### src/rtl/ira_pkg.sv
// Package: shared constants, types and helpers of the integer-to-ASCII converter
`default_nettype none

package ira_pkg;

  // default width of the converted integer
  localparam int VALUE_BITS_DEF = 32;

  // conversion kind codes on req_type
  localparam logic [1:0] REQ_DEC = 2'd0;
  localparam logic [1:0] REQ_HEX = 2'd1;
  localparam logic [1:0] REQ_BIN = 2'd2;

  // ASCII codes
  localparam logic [7:0] CHAR_MINUS = 8'h2D;
  localparam logic [7:0] CHAR_ZERO  = 8'h30;
  localparam logic [7:0] CHAR_LC_A  = 8'h61;
  localparam logic [7:0] CHAR_LC_X  = 8'h78;
  localparam logic [7:0] CHAR_LC_B  = 8'h62;

  // digit layout of the shift register
  typedef enum logic [1:0] {
    MODE_DEC,
    MODE_HEX,
    MODE_BIN
  } mode_t;

  // sequencer -> digit unit
  typedef struct packed {
    logic  load;
    mode_t mode;
    logic  dabble;
    logic  shift;
  } du_cmd_t;

  // digit unit -> sequencer
  typedef struct packed {
    logic [3:0] digit;
    logic       last_digit;
    logic       conv_busy;
    mode_t      mode;
  } du_stat_t;

  // decimal digits needed for an unsigned number of the given width
  function automatic int dec_digits(input int bits);
    return (bits * 301) / 1000 + 1;
  endfunction

  // one digit value to its lower-case ASCII code
  function automatic logic [7:0] digit_char(input logic [3:0] d);
    if (d > 4'd9) begin
      return CHAR_LC_A + {4'd0, d} - 8'd10;
    end
    return CHAR_ZERO + {4'd0, d};
  endfunction

endpackage

`default_nettype wire

### src/rtl/ira_if.sv
// Interfaces: number request channel and character result channel
`default_nettype none

interface ira_in_if #(
  parameter int VALUE_BITS = ira_pkg::VALUE_BITS_DEF
);
  logic                         valid;
  logic                         ready;
  logic [1:0]                   req_type;
  logic signed [VALUE_BITS-1:0] value;

  modport source (output valid, output req_type, output value, input ready);
  modport sink   (input valid, input req_type, input value, output ready);
  modport mon    (input valid, input req_type, input value, input ready);
endinterface

interface ira_out_if;
  logic       valid;
  logic       ready;
  logic [7:0] ascii_char;
  logic       last_char;

  modport source (output valid, output ascii_char, output last_char, input ready);
  modport sink   (input valid, input ascii_char, input last_char, output ready);
  modport mon    (input valid, input ascii_char, input last_char, input ready);
endinterface

`default_nettype wire

### src/rtl/integer_to_radix_ascii.sv
// Top level: integer to ASCII text in decimal, hexadecimal or binary
//
// in_chan takes one transaction per number: req_type (0 decimal, 1 hex with
// "0x", 2 binary with "0b", 3 as decimal) and a signed value. out_chan then
// gives the text one character per transaction: '-' if negative, the prefix,
// then the digits most significant first; last_char marks the final one.
// After acceptance a decimal number goes through the double-dabble loop of
// the shared shift register; hex and binary skip it. Leading zero digits are
// then dropped at one per cycle (up to 9 decimal, 7 hex, 31 binary at 32
// bits), and the characters go out one at a time as the receiver takes them.
// The next number is accepted in the cycle after the last character enters
// the output register.
// in_chan.ready is high only while no number is being worked on.
// The output register holds a character until it is taken; a stalled
// receiver stops the sequencer at its next character without loss. Reset
// empties the output register and returns the sequencer to idle.
`default_nettype none

module integer_to_radix_ascii #(
  parameter int VALUE_BITS = ira_pkg::VALUE_BITS_DEF
) (
  input wire logic clk,
  input wire logic rst_n,
  ira_in_if.sink   in_chan,
  ira_out_if.source out_chan
);
  import ira_pkg::*;

  typedef enum logic [2:0] {
    S_IDLE,
    S_CONV,
    S_SIGN,
    S_PFX0,
    S_PFX1,
    S_SKIP,
    S_DIGIT
  } state_t;

  state_t                state_r, state_nxt;
  logic                  neg_r, neg_nxt;
  logic                  out_valid_r, out_valid_nxt;
  logic [7:0]            out_char_r, out_char_nxt;
  logic                  out_last_r, out_last_nxt;
  logic                  out_free;
  logic [VALUE_BITS-1:0] in_val_u;
  logic                  neg_in;
  logic [VALUE_BITS-1:0] mag_in;
  mode_t                 req_mode;
  du_cmd_t               cmd;
  du_stat_t              stat;

  // request decode and magnitude
  assign in_val_u = in_chan.value;
  assign neg_in   = in_val_u[VALUE_BITS-1];
  assign mag_in   = neg_in ? (~in_val_u + 1'b1) : in_val_u;

  always_comb begin
    unique case (in_chan.req_type)
      REQ_HEX: req_mode = MODE_HEX;
      REQ_BIN: req_mode = MODE_BIN;
      default: req_mode = MODE_DEC;
    endcase
  end

  // shared conversion / digit shift unit
  ira_digit_unit #(
    .VALUE_BITS (VALUE_BITS)
  ) u_digit_unit (
    .clk   (clk),
    .rst_n (rst_n),
    .cmd   (cmd),
    .mag   (mag_in),
    .stat  (stat)
  );

  assign out_free = !out_valid_r || out_chan.ready;

  // sequencer
  always_comb begin
    state_nxt     = state_r;
    neg_nxt       = neg_r;
    out_valid_nxt = out_valid_r && !out_chan.ready;
    out_char_nxt  = out_char_r;
    out_last_nxt  = out_last_r;
    cmd           = '0;
    cmd.mode      = req_mode;
    unique case (state_r)
      S_IDLE: begin
        if (in_chan.valid) begin
          cmd.load = 1'b1;
          neg_nxt  = neg_in;
          if (req_mode == MODE_DEC) begin
            state_nxt = S_CONV;
          end else begin
            state_nxt = neg_in ? S_SIGN : S_PFX0;
          end
        end
      end
      S_CONV: begin
        if (stat.conv_busy) begin
          cmd.dabble = 1'b1;
        end else begin
          state_nxt = neg_r ? S_SIGN : S_SKIP;
        end
      end
      S_SIGN: begin
        if (out_free) begin
          out_valid_nxt = 1'b1;
          out_char_nxt  = CHAR_MINUS;
          out_last_nxt  = 1'b0;
          state_nxt     = (stat.mode == MODE_DEC) ? S_SKIP : S_PFX0;
        end
      end
      S_PFX0: begin
        if (out_free) begin
          out_valid_nxt = 1'b1;
          out_char_nxt  = CHAR_ZERO;
          out_last_nxt  = 1'b0;
          state_nxt     = S_PFX1;
        end
      end
      S_PFX1: begin
        if (out_free) begin
          out_valid_nxt = 1'b1;
          out_char_nxt  = (stat.mode == MODE_HEX) ? CHAR_LC_X : CHAR_LC_B;
          out_last_nxt  = 1'b0;
          state_nxt     = S_SKIP;
        end
      end
      S_SKIP: begin
        // drop leading zeros, keep at least one digit
        if (stat.digit == 4'd0 && !stat.last_digit) begin
          cmd.shift = 1'b1;
        end else begin
          state_nxt = S_DIGIT;
        end
      end
      S_DIGIT: begin
        if (out_free) begin
          out_valid_nxt = 1'b1;
          out_char_nxt  = digit_char(stat.digit);
          out_last_nxt  = stat.last_digit;
          cmd.shift     = 1'b1;
          if (stat.last_digit) begin
            state_nxt = S_IDLE;
          end
        end
      end
      default: begin
        state_nxt = S_IDLE;
      end
    endcase
  end

  // state and output register
  always_ff @(posedge clk) begin
    if (!rst_n) begin
      state_r     <= S_IDLE;
      out_valid_r <= 1'b0;
    end else begin
      state_r     <= state_nxt;
      out_valid_r <= out_valid_nxt;
    end
    neg_r      <= neg_nxt;
    out_char_r <= out_char_nxt;
    out_last_r <= out_last_nxt;
  end

  assign in_chan.ready       = (state_r == S_IDLE);
  assign out_chan.valid      = out_valid_r;
  assign out_chan.ascii_char = out_char_r;
  assign out_chan.last_char  = out_last_r;

endmodule

`default_nettype wire

### src/rtl/ira_digit_unit.sv
// Digit unit: shared shift register for double-dabble conversion and digit output
`default_nettype none

module ira_digit_unit #(
  parameter int VALUE_BITS = ira_pkg::VALUE_BITS_DEF
) (
  input  wire logic                  clk,
  input  wire logic                  rst_n,
  input  wire ira_pkg::du_cmd_t      cmd,
  input  wire logic [VALUE_BITS-1:0] mag,
  output ira_pkg::du_stat_t          stat
);
  import ira_pkg::*;

  localparam int DEC_DIGITS = dec_digits(VALUE_BITS);
  localparam int HEX_DIGITS = (VALUE_BITS + 3) / 4;
  localparam int DW         = 4 * DEC_DIGITS;
  localparam int CNT_W      = $clog2(VALUE_BITS + 1);

  logic [DW-1:0]         sh_r, sh_nxt;
  logic [VALUE_BITS-1:0] bin_r, bin_nxt;
  logic [CNT_W-1:0]      cnt_r, cnt_nxt;
  logic [CNT_W-1:0]      digs_r, digs_nxt;
  mode_t                 mode_r, mode_nxt;
  logic [DW-1:0]         adj;
  logic [3:0]            nib;

  // next-value logic: load, one double-dabble step, or one digit shift
  always_comb begin
    sh_nxt   = sh_r;
    bin_nxt  = bin_r;
    cnt_nxt  = cnt_r;
    digs_nxt = digs_r;
    mode_nxt = mode_r;
    adj      = sh_r;
    nib      = '0;
    if (cmd.load) begin
      mode_nxt = cmd.mode;
      bin_nxt  = mag;
      unique case (cmd.mode)
        MODE_HEX: begin
          sh_nxt   = DW'(mag) << (DW - 4 * HEX_DIGITS);
          cnt_nxt  = '0;
          digs_nxt = CNT_W'(HEX_DIGITS);
        end
        MODE_BIN: begin
          sh_nxt   = DW'(mag) << (DW - VALUE_BITS);
          cnt_nxt  = '0;
          digs_nxt = CNT_W'(VALUE_BITS);
        end
        default: begin
          sh_nxt   = '0;
          cnt_nxt  = CNT_W'(VALUE_BITS);
          digs_nxt = CNT_W'(DEC_DIGITS);
        end
      endcase
    end else if (cmd.dabble) begin
      // add 3 to every BCD digit of 5 or more, then shift one binary bit in
      for (int i = 0; i < DEC_DIGITS; i++) begin
        nib = sh_r[4*i +: 4];
        adj[4*i +: 4] = (nib >= 4'd5) ? nib + 4'd3 : nib;
      end
      {sh_nxt, bin_nxt} = {adj, bin_r} << 1;
      cnt_nxt = cnt_r - 1'b1;
    end else if (cmd.shift) begin
      sh_nxt   = (mode_r == MODE_BIN) ? (sh_r << 1) : (sh_r << 4);
      digs_nxt = digs_r - 1'b1;
    end
  end

  // registers
  always_ff @(posedge clk) begin
    if (!rst_n) begin
      cnt_r <= '0;
    end else begin
      cnt_r <= cnt_nxt;
    end
    sh_r   <= sh_nxt;
    bin_r  <= bin_nxt;
    digs_r <= digs_nxt;
    mode_r <= mode_nxt;
  end

  // status: leading digit sits at the top of the register
  assign stat.digit      = (mode_r == MODE_BIN) ? {3'd0, sh_r[DW-1]} : sh_r[DW-1 -: 4];
  assign stat.last_digit = (digs_r == CNT_W'(1));
  assign stat.conv_busy  = (cnt_r != '0);
  assign stat.mode       = mode_r;

endmodule

`default_nettype wire

### src/flat_wrapper.sv
// flat-port wrapper written by rule: the top's interface ports become plain ports
module integer_to_radix_ascii_flat import ira_pkg::*;
#(
  parameter int VALUE_BITS = ira_pkg::VALUE_BITS_DEF
)
  (clk, rst_n, in_chan_valid, in_chan_req_type, in_chan_value, in_chan_ready, out_chan_valid, out_chan_ascii_char, out_chan_last_char, out_chan_ready);
  ira_in_if #(.VALUE_BITS(VALUE_BITS)) in_chan_i ();
  ira_out_if out_chan_i ();
  input wire logic clk;
  input wire logic rst_n;
  input wire logic [$bits(in_chan_i.valid)-1:0] in_chan_valid;
  input wire logic [$bits(in_chan_i.req_type)-1:0] in_chan_req_type;
  input wire logic [$bits(in_chan_i.value)-1:0] in_chan_value;
  output wire logic [$bits(in_chan_i.ready)-1:0] in_chan_ready;
  output wire logic [$bits(out_chan_i.valid)-1:0] out_chan_valid;
  output wire logic [$bits(out_chan_i.ascii_char)-1:0] out_chan_ascii_char;
  output wire logic [$bits(out_chan_i.last_char)-1:0] out_chan_last_char;
  input wire logic [$bits(out_chan_i.ready)-1:0] out_chan_ready;
  assign in_chan_i.valid = in_chan_valid;
  assign in_chan_i.req_type = in_chan_req_type;
  assign in_chan_i.value = in_chan_value;
  assign in_chan_ready = in_chan_i.ready;
  assign out_chan_valid = out_chan_i.valid;
  assign out_chan_ascii_char = out_chan_i.ascii_char;
  assign out_chan_last_char = out_chan_i.last_char;
  assign out_chan_i.ready = out_chan_ready;
  integer_to_radix_ascii #(.VALUE_BITS(VALUE_BITS)) u_core (.clk(clk), .rst_n(rst_n), .in_chan(in_chan_i), .out_chan(out_chan_i));
endmodule
### config.mk
export PLATFORM = sky130hd
export DESIGN_NAME = integer_to_radix_ascii_flat
export DESIGN_NICKNAME = d
export VERILOG_FILES = /design/src/rtl/ira_pkg.sv /design/src/rtl/ira_if.sv /design/src/rtl/integer_to_radix_ascii.sv /design/src/rtl/ira_digit_unit.sv /design/src/flat_wrapper.sv
export SDC_FILE = /design/constraint.sdc
export NUM_CORES = 1
export LEC_CHECK = 0
export BUFFER_PORTS_ARGS = -buffer_cell sky130_fd_sc_hd__buf_2
export CAP_MARGIN = 20
export CORE_MARGIN = 2
export CORE_UTILIZATION = 50
export DETAILED_ROUTE_END_ITERATION = 16
export GPL_ROUTABILITY_DRIVEN = 0
export GPL_TIMING_DRIVEN = 0
export PLACE_DENSITY = 0.7
export SYNTH_ARGS = -nofsm -noshare
export SYNTH_HDL_FRONTEND = slang
export SYNTH_SLANG_ARGS = --single-unit
### constraint.sdc
create_clock -name clk -period 4.35 [get_ports clk]
set_input_delay 0.435 -clock clk [delete_from_list [all_inputs] [get_ports clk]]
set_output_delay 0.435 -clock clk [all_outputs]
set_load 0.01 [all_outputs]
==> impl_metrics.ini <==
[finish]
n_antenna_cell = 0
area_growth_pct = 12.4
final_core_util = 0.578
drive_above_1_share = 0.128
fin_cells = 980
final_net_count = 865

[clocking]
htreeDepth = 3
cts_tree = done
cts_buffers = 9
ctsLongestPathBuffers = 2
clk_pin_slew_ps = 70
cts.sink_count = 99
post_cts_buffers = 0
insertion_delay_ps = 350
clockRootBuffer = clkbuf_16
ctsResizeCount = 0
cts_hold_buf = 0

[sta]
tightest_slew_ps = 965
clock-skew-final_ps = 9.39
fmax_mhz = 323
rsz0062_at_grt = no
drv_slew = 0
fin_crit_ps = 3100
whs_ps = 413
hold_viol = 0
maxSlewHeadroom = 0.350
post-route-period-util = 0.712
setup_viol_count_final = 0
setup_tns_ps = 0

[setup_path]
crit_chain = clkbuf_1 > buf_1 > a31oi_1 > o21ai_0 > nand2b_2 > buf_12
max_stage_delay_ps = 780
cp.depth = 6
slowest_stage = o21ai_0
cp.required_ps = 4400
cp.buffers_inverters = 3
critical_path_class = register to register
worstRegToRegCells = 6
critPathCaptureType = register
path_delay_family = buffers and inverters
arrival_ps = 3150
rrSetupSlack_ps = 1250
crit_path_start_kind = register
critPathMaxFanout = 25

[detailed_routing]
drc_errors = 0
drt-pass1-iter-count = 5
vias = 6033
totalWireLength_mm = 18.7
vias_per_cell = 6.16
drt-initial-drc-count = 587
ant_nets = 0
drt-wirelength-per-cell_um = 19.0

[synthesis]
synth_flop_cell = edfxtp_1
synth_seq_area_share = 0.422
synth_largest_area_cell = edfxtp_1
yosysTopAreaCellShare = 0.393
yosys_register_bits = 99
yosysWarnings = 0
synth_edf_count = 89
synth_area_leaders = edfxtp_1 (39%), nand2_1 (6.1%), a21oi_1 (5.1%)
synth_area_mm2 = 0.00681
async_flop_share = 0
syn-instance-count = 740
yosysUniqueCellTypes = 66
syn_area_per_cell_um2 = 9.20
synth_nets = 806

[floorplan]
die_h_um = 121
rows = 42
dieArea_mm2 = 0.0146
die_w_um = 121
ios = 49
core_mm2 = 0.0132
initial_core_util = 0.514

[power_and_ir_drop]
internal-power_mw = 3.22
ir_worst_vdd_mv = 0.341
seq_power_share = 0.377
p_switching_mw = 2.20
netSwitchingFraction = 0.406
combPwrFrac = 0.444
p_clk_frac = 0.179
power_density_mw_per_mm2 = 709
leakagePower_nw = 2.85

[min_path]
hold_class = input pin to register
worstHoldPathCells = 3

[placement]
dpl.cell_count = 964
dpl.hpwl_mm = 13.6
port_buffers = 47

[global_route]
grt_pass1_vias = 5798
gr-total-overflow = 0
grt_max_degree = 42
grt_pass1_wl_mm = 29.4
antenna_found_initial = 0
grt_usage = 0.259

[run]
max_cap_violations = 0

[status]
status = completed
==> final cells by class <==
cell class                 instances  area [um2]
multi-input combinational        562        3620
sequential                        99        2870
buffer                            45         188
fill                            1211        5590
inverter                          34         128
tap                              176         220
timing repair buffer              48         255
clock buffer                       9         225
clock inverter                     7         140
==> synthesized netlist by cell type, drive strengths merged (2+ instances only) <==
master  instances
a211oi          4
inv            34
a221o           7
nand3b          2
o22ai           7
buf            12
nor3b          17
or3             9
edfxtp         89
a21o            4
mux2i           5
nor3           24
o31ai          11
nor4            6
ha             28
nand2b         24
a21oi          70
clkbuf         33
o31a            2
a31oi           8
nand2         110
nand3           8
or4             3
nor2b           4
conb            2
mux2            4
a311o           6
nand4b          2
dfxtp          10
nor2           39
a21boi          4
or2             3
o221ai         11
xnor2          14
o21ai          65
o311ai          2
o41ai          10
o21a            3
xor2           26
a311oi          6
==> through the flow <==
step | total power, mW | cell area (um2) | setup slack, ps
final | 5.43 | 7650 | 1250
after global routing | 5.80 | 7650 | 1030
after CTS | 5.39 | 7650 | 1220
after detailed placement | 4.41 | 7280 | 1240
after global placement | 4.31 | 7260 | 443
after floorplan | 3.70 | 6810 | 1370
==> cell usage in the layout, fill, tap and decap left out, drive strengths merged, types with 6 or more instances in the layout <==
master  Yosys  layout
a21oi      70      70
a221o       7       7
a311o       6       6
a311oi      6       6
a31oi       8       8
buf        12      60
clkbuf     33      42
dfxtp      10      10
edfxtp     89      89
ha         28      28
inv        34      34
nand2     110     110
nand2b     24      24
nand3       8       8
nor2       39      39
nor3       24      24
nor3b      17      17
nor4        6       6
o21ai      65      65
o221ai     11      11
o22ai       7       7
o31ai      11      11
o41ai      10      10
or3         9       9
xnor2      14      14
xor2       26      26
==> layer usage <==
layer  vias to the layer above  wire length [um]  GRT usage
met1                      2850              7940      0.334
met4                         0               600      0.125
met5                         -                 0          0
li1                       2848                 -          -
met3                        47              1390     0.0330
met2                       288              8720      0.431
==> sequential cells by signal, indices dropped and copies added, names as in the netlist, 2 cells and up <==
name	count
u_core.u_digit_unit.cnt_r	6
u_core.u_digit_unit.mode_r	2
u_core.u_digit_unit.sh_r	40
u_core.u_digit_unit.digs_r	6
u_core.u_digit_unit.bin_r	32
u_core.state_r	3
u_core.out_chan.ascii_char	7
==> power groups by stage <==
stage | Sequential, mW | Combinational, mW | Clock, mW
final | 2.04 | 2.41 | 0.974
after global routing | 2.09 | 2.70 | 1.01
after CTS | 2.03 | 2.38 | 0.981
after detailed placement | 2.05 | 2.36 | 0
after global placement | 2.04 | 2.26 | 0
after floorplan | 1.97 | 1.73 | 0
==> path summary, 6_finish.rpt <==
check	from	end
setup / recovery	u_core.state_r[1]$_SDFFE_PN0P_	u_core.u_digit_unit.sh_r[27]$_DFFE_PP_
hold / removal	rst_n	u_core.u_digit_unit.cnt_r[0]$_SDFFE_PN0P_
setup reg to reg	u_core.state_r[1]$_SDFFE_PN0P_	u_core.u_digit_unit.sh_r[27]$_DFFE_PP_
hold reg to reg	u_core.u_digit_unit.bin_r[10]$_DFFE_PP_	u_core.u_digit_unit.bin_r[11]$_DFFE_PP_
==> cells by family (layout without fill, tap and decap cells) <==
| group | after synthesis | after routing | synth area share |
|---|---|---|---|
| fa+ha+maj | 28 | 28 | 0.0515 |
| flops | 99 | 99 | 0.422 |
| compound gates | 227 | 227 | 0.224 |
| other cells | 2 | 2 | 0.00110 |
| buf+inv | 79 | 143 | 0.0463 |
| simple gates | 256 | 256 | 0.190 |
| xor+xnor | 40 | 40 | 0.0515 |
| mux | 9 | 9 | 0.0140 |
==> tightest hold or removal path, delay by kind of cell <==
family / cells / cell delay (ps)
buf+inv: 1 / 110
simple gates: 2 / 170
No activity file was read; power rests on OpenSTA's default activity.
